**src/hw/rtl/qse_pkg.sv**
```systemverilog
// Shared types and constants for the quicksort engine.
// Used by quicksort_engine_core, qse_range_stack and qse_checker.
package qse_pkg;

  localparam int STORE_DEPTH = 64;
  localparam int KEY_W       = 32;
  localparam int IDX_W       = $clog2(STORE_DEPTH);
  localparam int CNT_W       = $clog2(STORE_DEPTH + 1);
  // Smaller part is taken first, so the stack never holds more than log2(depth)+1 ranges.
  localparam int STACK_SLOTS = IDX_W + 1;
  localparam int SP_W        = $clog2(STACK_SLOTS + 1);
  localparam int SP_IDX_W    = $clog2(STACK_SLOTS);

  // Scan positions run from -1 to STORE_DEPTH.
  typedef logic signed [IDX_W+1:0] pos_t;

  typedef struct packed {
    logic [IDX_W-1:0] lo;
    logic [IDX_W-1:0] hi;
  } range_t;

  typedef struct packed {
    logic   push_a;
    range_t range_a;
    logic   push_b;
    range_t range_b;
    logic   pop;
  } stk_ctl_t;

  typedef struct packed {
    logic   empty;
    range_t top;
  } stk_sts_t;

  typedef enum logic [3:0] {
    ST_LOAD,
    ST_START,
    ST_POP,
    ST_PIVOT,
    ST_SCAN_I,
    ST_SCAN_J,
    ST_SWAP,
    ST_PUSH,
    ST_EMIT_RD,
    ST_EMIT_LD
  } state_t;

endpackage

```
**src/hw/rtl/qse_range_stack.sv**
```systemverilog
// Bounded stack of pending sort ranges, up to two pushes or one pop per cycle.
// Depends on qse_pkg.
module qse_range_stack import qse_pkg::*; (
  input  logic     clk,
  input  logic     rst_n,
  input  stk_ctl_t ctl,
  output stk_sts_t sts
);

  range_t          entry_r [STACK_SLOTS];
  logic [SP_W-1:0] sp_r, sp_nxt, sp_mid, sp_dec;
  logic            wr_a, wr_b;

  always_comb begin
    sp_dec = sp_r - 1'b1;
    wr_a   = ctl.push_a && (sp_r < SP_W'(STACK_SLOTS));
    sp_mid = wr_a ? sp_r + 1'b1 : sp_r;
    // drop a push onto a full stack
    wr_b   = ctl.push_b && (sp_mid < SP_W'(STACK_SLOTS));
    sp_nxt = sp_mid + SP_W'(wr_b);
    if (ctl.pop && (sp_r != '0)) begin
      sp_nxt = sp_dec;
    end
    sts.empty = (sp_r == '0);
    sts.top   = sts.empty ? '0 : entry_r[sp_dec[SP_IDX_W-1:0]];
  end

  always_ff @(posedge clk) begin
    if (!rst_n) begin
      sp_r <= '0;
    end else begin
      sp_r <= sp_nxt;
    end
  end

  always_ff @(posedge clk) begin
    if (wr_a) begin
      entry_r[sp_r[SP_IDX_W-1:0]] <= ctl.range_a;
    end
    if (wr_b) begin
      entry_r[sp_mid[SP_IDX_W-1:0]] <= ctl.range_b;
    end
  end

endmodule

```
**src/hw/rtl/quicksort_engine_core.sv**
```systemverilog
// Load phase: one key per cycle. The request with end_of_set starts an in-place sort
// (Hoare partition, middle pivot) run over the key memory's single read and write port:
// compared keys, swaps and ranges each take steps of their own, roughly N log N steps in all.
// After the empty-stack check, ST_EMIT_RD and ST_EMIT_LD emit keys, one per cycle if out_ready.
// Synchronous reset clears count, overflow flag, stack pointer and control; no memory sweep.
module quicksort_engine_core import qse_pkg::*; (
  input  logic                    clk,
  input  logic                    rst_n,
  input  logic                    in_valid,
  output logic                    in_ready,
  input  logic signed [KEY_W-1:0] in_key_value,
  input  logic                    in_end_of_set,
  output logic                    out_valid,
  input  logic                    out_ready,
  output logic signed [KEY_W-1:0] out_sorted_key,
  output logic                    out_final_key,
  output logic                    out_overflowed
);

  logic signed [KEY_W-1:0] mem [STORE_DEPTH];
  logic signed [KEY_W-1:0] rdata_r;

  state_t                  state_r, state_nxt;
  logic [CNT_W-1:0]        count_r, count_nxt;
  logic [CNT_W-1:0]        k_r, k_nxt;
  logic                    ovf_r, ovf_nxt;
  logic [IDX_W-1:0]        lo_r, lo_nxt, hi_r, hi_nxt;
  pos_t                    i_r, i_nxt, j_r, j_nxt;
  logic signed [KEY_W-1:0] pivot_r, pivot_nxt, ki_r, ki_nxt;
  logic signed [KEY_W-1:0] out_key_r, out_key_nxt;
  logic                    out_final_r, out_final_nxt, out_ovf_r, out_ovf_nxt;
  logic                    out_valid_r, out_load;

  logic                    re, we;
  logic [IDX_W-1:0]        raddr, waddr;
  logic signed [KEY_W-1:0] wdata;
  logic [IDX_W:0]          mid_sum;
  pos_t                    lo_ext, hi_ext, i_inc, j_dec, size_l, size_r;
  logic                    has_l, has_r, is_final;

  stk_ctl_t stk_ctl;
  stk_sts_t stk_sts;

  qse_range_stack u_stack (
    .clk   (clk),
    .rst_n (rst_n),
    .ctl   (stk_ctl),
    .sts   (stk_sts)
  );

  assign in_ready       = (state_r == ST_LOAD);
  assign out_valid      = out_valid_r;
  assign out_sorted_key = out_key_r;
  assign out_final_key  = out_final_r;
  assign out_overflowed = out_ovf_r;

  always_comb begin
    lo_ext   = pos_t'({2'b00, lo_r});
    hi_ext   = pos_t'({2'b00, hi_r});
    i_inc    = i_r + pos_t'(1);
    j_dec    = j_r - pos_t'(1);
    has_l    = lo_ext < j_r;
    has_r    = hi_ext > i_r;
    size_l   = j_r - lo_ext;
    size_r   = hi_ext - i_r;
    mid_sum  = {1'b0, stk_sts.top.lo} + {1'b0, stk_sts.top.hi};
    is_final = ((k_r + 1'b1) == count_r);

    state_nxt     = state_r;
    count_nxt     = count_r;
    k_nxt         = k_r;
    ovf_nxt       = ovf_r;
    lo_nxt        = lo_r;
    hi_nxt        = hi_r;
    i_nxt         = i_r;
    j_nxt         = j_r;
    pivot_nxt     = pivot_r;
    ki_nxt        = ki_r;
    out_key_nxt   = out_key_r;
    out_final_nxt = out_final_r;
    out_ovf_nxt   = out_ovf_r;
    out_load      = 1'b0;
    re            = 1'b0;
    raddr         = '0;
    we            = 1'b0;
    waddr         = '0;
    wdata         = in_key_value;
    stk_ctl       = '0;

    unique case (state_r)
      ST_LOAD: begin
        if (in_valid) begin
          if (count_r < CNT_W'(STORE_DEPTH)) begin
            we        = 1'b1;
            waddr     = count_r[IDX_W-1:0];
            count_nxt = count_r + 1'b1;
          end else begin
            ovf_nxt = 1'b1;
          end
          if (in_end_of_set) begin
            state_nxt = ST_START;
          end
        end
      end
      ST_START: begin
        k_nxt = '0;
        if (count_r < CNT_W'(2)) begin
          state_nxt = ST_EMIT_RD;
        end else begin
          stk_ctl.push_a     = 1'b1;
          stk_ctl.range_a.lo = '0;
          stk_ctl.range_a.hi = IDX_W'(count_r - 1'b1);
          state_nxt          = ST_POP;
        end
      end
      ST_POP: begin
        if (stk_sts.empty) begin
          k_nxt     = '0;
          state_nxt = ST_EMIT_RD;
        end else begin
          stk_ctl.pop = 1'b1;
          lo_nxt      = stk_sts.top.lo;
          hi_nxt      = stk_sts.top.hi;
          re          = 1'b1;
          raddr       = mid_sum[IDX_W:1];
          state_nxt   = ST_PIVOT;
        end
      end
      ST_PIVOT: begin
        pivot_nxt = rdata_r;
        i_nxt     = lo_ext;
        j_nxt     = hi_ext;
        re        = 1'b1;
        raddr     = lo_r;
        state_nxt = ST_SCAN_I;
      end
      ST_SCAN_I: begin
        re = 1'b1;
        if ((i_r < hi_ext) && (rdata_r < pivot_r)) begin
          i_nxt = i_inc;
          raddr = i_inc[IDX_W-1:0];
        end else begin
          ki_nxt    = rdata_r;
          raddr     = j_r[IDX_W-1:0];
          state_nxt = ST_SCAN_J;
        end
      end
      ST_SCAN_J: begin
        if ((j_r > lo_ext) && (rdata_r > pivot_r)) begin
          j_nxt = j_dec;
          re    = 1'b1;
          raddr = j_dec[IDX_W-1:0];
        end else if (i_r <= j_r) begin
          // first half of the exchange: key at j goes to i
          we        = 1'b1;
          waddr     = i_r[IDX_W-1:0];
          wdata     = rdata_r;
          state_nxt = ST_SWAP;
        end else begin
          state_nxt = ST_PUSH;
        end
      end
      ST_SWAP: begin
        we    = 1'b1;
        waddr = j_r[IDX_W-1:0];
        wdata = ki_r;
        i_nxt = i_inc;
        j_nxt = j_dec;
        if (i_inc < j_dec) begin
          re        = 1'b1;
          raddr     = i_inc[IDX_W-1:0];
          state_nxt = ST_SCAN_I;
        end else begin
          state_nxt = ST_PUSH;
        end
      end
      ST_PUSH: begin
        state_nxt = ST_POP;
        if (has_l && has_r) begin
          stk_ctl.push_a = 1'b1;
          stk_ctl.push_b = 1'b1;
          // push the larger part first
          if (size_l >= size_r) begin
            stk_ctl.range_a = '{lo: lo_r, hi: j_r[IDX_W-1:0]};
            stk_ctl.range_b = '{lo: i_r[IDX_W-1:0], hi: hi_r};
          end else begin
            stk_ctl.range_a = '{lo: i_r[IDX_W-1:0], hi: hi_r};
            stk_ctl.range_b = '{lo: lo_r, hi: j_r[IDX_W-1:0]};
          end
        end else if (has_l) begin
          stk_ctl.push_a  = 1'b1;
          stk_ctl.range_a = '{lo: lo_r, hi: j_r[IDX_W-1:0]};
        end else if (has_r) begin
          stk_ctl.push_a  = 1'b1;
          stk_ctl.range_a = '{lo: i_r[IDX_W-1:0], hi: hi_r};
        end
      end
      ST_EMIT_RD: begin
        re        = 1'b1;
        raddr     = k_r[IDX_W-1:0];
        state_nxt = ST_EMIT_LD;
      end
      ST_EMIT_LD: begin
        // hold the read data while the output register is still occupied
        if (!out_valid_r || out_ready) begin
          out_load      = 1'b1;
          out_key_nxt   = rdata_r;
          out_final_nxt = is_final;
          out_ovf_nxt   = ovf_r;
          if (is_final) begin
            count_nxt = '0;
            ovf_nxt   = 1'b0;
            state_nxt = ST_LOAD;
          end else begin
            k_nxt = k_r + 1'b1;
            re    = 1'b1;
            raddr = k_nxt[IDX_W-1:0];
          end
        end
      end
      default: begin
        state_nxt = ST_LOAD;
      end
    endcase
  end

  always_ff @(posedge clk) begin
    if (!rst_n) begin
      state_r     <= ST_LOAD;
      count_r     <= '0;
      ovf_r       <= 1'b0;
      out_valid_r <= 1'b0;
    end else begin
      state_r     <= state_nxt;
      count_r     <= count_nxt;
      ovf_r       <= ovf_nxt;
      out_valid_r <= out_load | (out_valid_r & ~out_ready);
    end
  end

  always_ff @(posedge clk) begin
    k_r         <= k_nxt;
    lo_r        <= lo_nxt;
    hi_r        <= hi_nxt;
    i_r         <= i_nxt;
    j_r         <= j_nxt;
    pivot_r     <= pivot_nxt;
    ki_r        <= ki_nxt;
    out_key_r   <= out_key_nxt;
    out_final_r <= out_final_nxt;
    out_ovf_r   <= out_ovf_nxt;
  end

  always_ff @(posedge clk) begin
    if (we) begin
      mem[waddr] <= wdata;
    end
    if (re) begin
      rdata_r <= mem[raddr];
    end
  end

endmodule

```
**config.mk**
```make
export PLATFORM = sky130hd
export DESIGN_NAME = quicksort_engine_core
export DESIGN_NICKNAME = d
export VERILOG_FILES = /design/src/hw/rtl/qse_pkg.sv /design/src/hw/rtl/qse_range_stack.sv /design/src/hw/rtl/quicksort_engine_core.sv
export SDC_FILE = /design/constraint.sdc
export NUM_CORES = 2
export LEC_CHECK = 0
export BUFFER_PORTS_ARGS = -buffer_cell sky130_fd_sc_hd__buf_4
export CAP_MARGIN = 20
export CORE_MARGIN = 2
export CORE_UTILIZATION = 53
export DETAILED_ROUTE_END_ITERATION = 10
export GPL_ROUTABILITY_DRIVEN = 0
export PLACE_DENSITY = 0.69
export SLEW_MARGIN = 20
export SYNTH_ARGS = -nofsm -noshare
export SYNTH_HDL_FRONTEND = slang
export SYNTH_SLANG_ARGS = --single-unit
```
**constraint.sdc**
```tcl
create_clock -name clk -period 10.81 [get_ports clk]
set_input_delay 2.7025 -clock clk [delete_from_list [all_inputs] [get_ports clk]]
set_output_delay 2.7025 -clock clk [all_outputs]
set_load 0.005 [all_outputs]
```
# Yosys cells after proc, flatten, opt, wreduce, memory -nomap -nowiden
# Memories as Yosys holds them, arrays and structs flattened. A register that Yosys moved wholly into a read port is not among the register bits.
# Index checks and enable logic that the tools add are counted.
[classes] n_eq_ne=22 n_addsub=11 bitwise=5 magnitude_cmp=13 mux=76 reduce_logical=25
[ops] operator="13-bit two-way mux" n=6
[ops] operator="32-bit two-way mux" n=2
[ops] operator="32-bit case mux with 2 select lines" n=1
[ops] operator="6-bit two-way mux" n=10
[ops] operator="7-bit two-way mux" n=7
[ops] operator="8-bit case mux with 3 select lines" n=2
[ops] operator="6-bit case mux with 7 select lines" n=1
[ops] operator="4-bit case mux with 10 select lines" n=1
[ops] operator="12-bit two-way mux" n=3
[ops] operator="32-bit greater-than comparator" n=1
[ops] operator="32-bit < comparator" n=1
[ops] operator="4-bit two-way mux" n=8
[ops] operator="13-bit case mux with 2 select lines" n=1
[ops] operator="1-bit two-way mux" n=23
[ops] operator="7-bit case mux with 3 select lines" n=1
[ops] operator="2-bit != test, second input constant" n=10
[ops] operator="6-bit case mux with 3 select lines" n=1
[ops] operator="4-bit by 3-bit == test with 1-bit output, second input constant" n=4
[ops] operator="8-bit two-way mux" n=2
[ops] operator="7-bit by 1-bit adder with 7-bit output, second input constant" n=2
[ops] operator="7-bit case mux with 2 select lines" n=1
[ops] operator="3-bit nonzero test" n=4
[ops] operator="2-bit AND reduction" n=5
[ops] operator="5-bit AND reduction" n=2
[ops] operator="41 further kinds" n=53
[word_totals] word_cells=169 n_memories=2 reg_bits=149 output_inout_bits=36 mem_bits_rw=2132
[mem_list] memory="mem" words=64 word_bits=32 read_ports=1 rd_clocked_by_memory_dff=1 wr=1 line_no="quicksort_engine_core.sv:20" text="logic signed [KEY_W-1:0] mem [STORE_DEPTH];"
[mem_list] memory="u_stack.entry_r" words=7 word_bits=12 read_ports=1 rd_clocked_by_memory_dff=0 wr=2 line_no="qse_range_stack.sv:10" text="range_t entry_r [STACK_SLOTS];"

# Longest topological paths before layout
[logic_depth] depth_word=11 depth_mapped=28 mapped_depth_nobuf=21

# Modules after synthesis
# A second synthesis with hierarchy kept.
[unflattened] hier_cells=6434 hier_area_um2=95694.3
[by_module_without_submodules] module="quicksort_engine_core" area_each_um2=90784.6 cells_each=6090 n_inst=1
[by_module_without_submodules] module="qse_range_stack" area_each_um2=4909.7 cells_each=344 n_inst=1

# Worst setup path before layout
# No wires, ideal clock.
[synth_path] kind="input to register" from="input port out_ready" to="register rdata_r[28], read port of mem (data pin)" arrival_time_ns=7.028 stages=13 path_slack_ns=3.526 cell_sequence="nand2b_1 nor2b_1 o31ai_1 o21ai_0 a2111o_1 buf_2 buf_2 buf_1 clkbuf_1 nand3_1 a21oi_1 nor3_1 and4_1"
[synth_via] elab_chain_cells=3
[synth_lines] item="start: declaration" line_no="quicksort_engine_core.sv:14" text="input logic out_ready,"
[synth_lines] item="1-bit logical OR (*)" line_no="quicksort_engine_core.sv:205" text="if (!out_valid_r || out_ready) begin"
[synth_lines] item="6-bit two-way mux or 1-bit two-way mux (tied branches)" line_no="quicksort_engine_core.sv:205"
[synth_lines] item="6-bit case mux with 7 select lines or 1-bit case mux with 5 select lines (tied branches)" line_no="quicksort_engine_core.sv:90" text="unique case (state_r)"
[synth_lines] item="end: declaration" line_no="quicksort_engine_core.sv:21" text="logic signed [KEY_W-1:0] rdata_r;"
# Mark *: on every way between the ends. The rest lies on a longest branch, timed or not.
# A chain may end at the register's enable or synchronous reset.

# Final worst setup path
[layout_path] from="register u_stack.sp_r[1]" to="register rdata_r[10], read port of mem (data pin)"
[layout_via] elab_chain_cells=6
[layout_lines] item="start: declaration" line_no="qse_range_stack.sv:11" text="logic [SP_W-1:0] sp_r, sp_nxt, sp_mid, sp_dec;"
[layout_lines] item="start signal: assignment" line_no="qse_range_stack.sv:32" text="sp_r <= sp_nxt;"
[layout_lines] item="3-bit by 1-bit subtractor with 3-bit output" line_no="qse_range_stack.sv:15" text="sp_dec = sp_r - 1'b1;"
[layout_lines] item="memory 7 x 12 bit"
[layout_lines] item="12-bit two-way mux" line_no="qse_range_stack.sv:25" text="sts.top = sts.empty ? '0 : entry_r[sp_dec[SP_IDX_W-1:0]];"
[layout_lines] item="6-bit by 6-bit adder with 7-bit output" line_no="quicksort_engine_core.sv:66" text="mid_sum = {1'b0, stk_sts.top.lo} + {1'b0, stk_sts.top.hi};"
[layout_lines] item="6-bit two-way mux" line_no="quicksort_engine_core.sv:117" text="if (stk_sts.empty) begin"
[layout_lines] item="6-bit case mux with 7 select lines" line_no="quicksort_engine_core.sv:90"
# Several ways; a longest one is shown, not always the timed one.

==> insert_results.sql <==
INSERT INTO impl_metrics (metric_group, metric, value, unit) VALUES
('power', 'power-per-cell-area', '254', 'nW/um2'),
('global_routing', 'grt_util_all_layers', '30.9', '%'),
('power', 'p_clk_share', '28.0', '%'),
('final_layout', 'post_route_cells_drive_above_1_share', '11.8', '%'),
('final_layout', 'area_taken_by_multi_input_logic_gates', '24500', 'um2'),
('synthesis', 'synth-warning-count', '0', ''),
('synthesis', 'ys_dominant_reg_cell', 'sky130_fd_sc_hd__edfxtp_1', ''),
('worst_hold_path', 'hold_depth', '0', ''),
('cts', 'clock_insertion_delay_worst_skew', '0.87', 'ns'),
('critical_path', 'crit_type', 'reg -> reg', ''),
('final_layout', 'fillerInstances', '13400', ''),
('cts', 'clockBufferDepth', '3', ''),
('synthesis', 'syn_inst_count', '6639', ''),
('global_routing', 'grt_start_max_net_pins', '153', ''),
('timing', 'final.setup.tns', '0', 'ns'),
('die', 'design.portCount', '73', ''),
('cts', 'post_cts_resized', '0', ''),
('cts', 'cts.htree.levels', '4', ''),
('cts', 'cts_setup_buffers', '0', ''),
('drt', 'dr_wl_cell', '30.6', 'um'),
('power', 'p_switching', '9.75', 'mW'),
('critical_path', 'crit_fanout', '48', ''),
('drt', 'viasPerCell', '6.48', ''),
('global_routing', 'wire_length_of_the_first_global_routing_pass', '404000', 'um'),
('final_layout', 'design.final.nets', '6867', ''),
('power', 'p_seq_share', '40.4', '%'),
('power', 'power_report.internal_total', '17.3', 'mW'),
('power', 'vdd_ir_drop_max', '0.000255', 'V'),
('power', 'leakagePower', '36.5', 'nW'),
('outcome', 'status', 'finished clean', ''),
('die', 'std_cell_rows', '155', ''),
('timing', 'skew_final', '0.0632', 'ns'),
('global_routing', 'grt_pass1_vias', '56600', ''),
('power', 'power_frac_comb', '31.6', '%'),
('critical_path', 'rr_endpoint', 'rdata_r[10]', ''),
('synthesis', 'syn-cell-area', '95100', 'um2'),
('worst_hold_path', 'min_to', 'out_overflowed', ''),
('die', 'die_width', '428', 'um'),
('synthesis', 'syn_area_per_cell', '14.3', 'um2'),
('critical_path', 'critPathRequiredTime', '11.52', 'ns'),
('cts', 'clk_pin_slew', '0.06', 'ns'),
('cts', 'cts_hold_repair_buffers', '0', ''),
('synthesis', 'yosysUniqueCellTypes', '86', ''),
('placed_design', 'place_hpwl', '164000', 'um'),
('global_routing', 'grt-ovfl-total', '0', ''),
('timing', 'final_report_setup_violation_count', '0', ''),
('final_layout', 'layout.cells.most_common', 'sky130_fd_sc_hd__edfxtp_1', ''),
('drt', 'route.antenna.remaining_nets', '0', ''),
('critical_path', 'setup.reg_to_reg.worst_slack', '2.61', 'ns'),
('timing', 'max_clock_freq', '122', 'MHz'),
('drt', 'drc_errors', '0', ''),
('timing', 'hold_viol_final', '0', ''),
('critical_path', 'critPathCaptureType', 'flop', ''),
('placed_design', 'place.port_buffers', '72', ''),
('cts', 'ctsRootBufferMaster', 'sky130_fd_sc_hd__clkbuf_16', ''),
('power', 'p_sw_share', '36.1', '%'),
('worst_hold_path', 'min_from', 'ovf_r', ''),
('cts', 'numClockSinks', '2313', ''),
('final_layout', 'sequential_cell_area', '69300', 'um2'),
('die', 'core_footprint', '178000', 'um2'),
('critical_path', 'setup_crit_start_kind', 'flop', ''),
('synthesis', 'number_of_flops_mapped_to_enable_cells_by_yosys', '2297', ''),
('final_layout', 'most-common-layout-cells', 'sky130_fd_sc_hd__edfxtp_1 (2297), sky130_fd_sc_hd__nand2_1 (1157), sky130_fd_sc_hd__mux2i_1 (535)', ''),
('cts', 'cts_tree', 'done', ''),
('synthesis', 'async_flop_share', '0', '%'),
('timing', 'max-slew-margin-rel', '8.27', '%'),
('drt', 'totalWireLength', '285000', 'um'),
('timing', 'max_slew_violations', '0', ''),
('timing', 'grt_setup_unrepaired', 'no', ''),
('global_routing', 'grt_antenna_before_repair', '21', ''),
('synthesis', 'ys_seq_elements', '2313', '');
## state kept, by name, indices dropped and copies added, names as in the netlist, 7 cells and up
register	cells
count_r	7
i_r	8
j_r	8
k_r	7
ki_r	32
mem	2048
out_sorted_key	32
pivot_r	32
rdata_r	32
u_stack.entry_r	84
## worst max path at each step
stage / from / end / slack [ns] / cells after the start
2_1_floorplan: out_ready / rdata_r[28] / 3.53 / 13
3_3_place_gp: out_ready / rdata_r[1] / 0.68 / 13
3_5_place_dp: out_ready / rdata_r[9] / 2.52 / 13
4_1_cts: u_stack.sp_r[1] / rdata_r[6] / 2.87 / 21
5_1_grt: u_stack.sp_r[1] / rdata_r[10] / 2.40 / 18
6_report: u_stack.sp_r[1] / rdata_r[10] / 2.61 / 18
## worst max-delay path: stages, from the launching register on
cell and delay, ns:
sky130_fd_sc_hd__dfxtp_1 0.50, sky130_fd_sc_hd__inv_1 0.16, sky130_fd_sc_hd__ha_1 0.94, sky130_fd_sc_hd__mux4_2 0.63
sky130_fd_sc_hd__or3_1 0.48, sky130_fd_sc_hd__fa_1 0.45, sky130_fd_sc_hd__nor2b_1 0.12, sky130_fd_sc_hd__o21ai_0 0.09
sky130_fd_sc_hd__a21oi_1 0.22, sky130_fd_sc_hd__o32ai_1 0.16, sky130_fd_sc_hd__a21o_1 0.23, sky130_fd_sc_hd__a221o_1 0.42
sky130_fd_sc_hd__nor2_4 0.46, sky130_fd_sc_hd__buf_4 0.49, sky130_fd_sc_hd__buf_4 0.70, sky130_fd_sc_hd__mux2i_1 0.44
sky130_fd_sc_hd__o221ai_1 0.19, sky130_fd_sc_hd__a221oi_1 0.98, sky130_fd_sc_hd__and4_1 0.30
## cell usage after synthesis, types with 27 or more instances
| cell | n | share of area, % |
|---|---|---|
| sky130_fd_sc_hd__edfxtp_1 | 2297 | 73 |
| sky130_fd_sc_hd__nand2_1 | 1158 | 4.6 |
| sky130_fd_sc_hd__mux2i_1 | 535 | 5.6 |
| sky130_fd_sc_hd__nand3_1 | 444 | 2.3 |
| sky130_fd_sc_hd__a21oi_1 | 365 | 1.9 |
| sky130_fd_sc_hd__nor2_1 | 320 | 1.3 |
| sky130_fd_sc_hd__clkbuf_1 | 190 | 0.75 |
| sky130_fd_sc_hd__buf_2 | 129 | 0.68 |
| sky130_fd_sc_hd__inv_1 | 116 | 0.46 |
| sky130_fd_sc_hd__a22oi_1 | 106 | 0.84 |
| sky130_fd_sc_hd__o22ai_1 | 95 | 0.63 |
| sky130_fd_sc_hd__ha_1 | 83 | 1.1 |
| sky130_fd_sc_hd__o21ai_0 | 62 | 0.33 |
| sky130_fd_sc_hd__a32oi_1 | 58 | 0.53 |
| sky130_fd_sc_hd__nor3_1 | 58 | 0.31 |
| sky130_fd_sc_hd__a211oi_1 | 57 | 0.45 |
| sky130_fd_sc_hd__mux2_2 | 56 | 0.66 |
| sky130_fd_sc_hd__buf_1 | 47 | 0.19 |
| sky130_fd_sc_hd__and4_1 | 33 | 0.30 |
| sky130_fd_sc_hd__a222oi_1 | 32 | 0.34 |
| sky130_fd_sc_hd__xnor2_1 | 32 | 0.29 |
| sky130_fd_sc_hd__mux4_2 | 31 | 0.73 |
| sky130_fd_sc_hd__o221ai_1 | 27 | 0.25 |
## power groups by stage
stage	Clock (mW)	Sequential (mW)	Combinational, mW
floorplan	0	10.9	5.12
global placement	0	11.1	8.10
detailed placement	0	11.1	8.29
CTS	7.59	10.9	8.33
global route	7.96	10.9	8.93
finish	7.56	10.9	8.56
## per-layer routing
layer	global-route usage, %	routed length (um)	vias up
met5	0	107	-
met1	43.8	107000	30200
li1	-	-	25400
met2	47.1	129000	4041
met3	7.05	37000	581
met4	11.7	11500	12
## cells by family after synthesis
group / Yosys count / share of synthesized area, %
AO/OA/AOI/OAI: 934 / 6.54
XOR/XNOR: 47 / 0.496
buffers and inverters: 501 / 2.24
multiplexers: 622 / 7.03
adder cells (fa/ha/maj): 86 / 1.16
flip-flops: 2313 / 72.9
AND/OR/NAND/NOR: 2136 / 9.66
## final cells by class
class                           count  share of cell area, %
Antenna cell                       12                 0.0282
Clock buffer                      275                   5.51
Clock inverter                    140                   1.11
Inverter                          117                  0.429
Multi-Input combinational cell   3825                   23.0
Sequential cell                  2313                   65.1
Tap cell                         2355                   2.77
Timing Repair Buffer              261                   2.03
## stage by stage
stage          setup WS [ns]  cell area (um2)  utilization, %  hold slack [ns]  cells
2_1_floorplan           3.53            95100               -            0.408   6639
3_3_place_gp           0.675            99100            55.6            0.434   8857
3_5_place_dp            2.52            99300            55.6            0.444   8867
4_1_cts                 2.87           106000            59.6            0.457   9282
5_1_grt                 2.40           106000            59.6            0.469   9289
6_report                2.61           106000            59.6            0.453   9298
(Power assumes the default switching activity.)
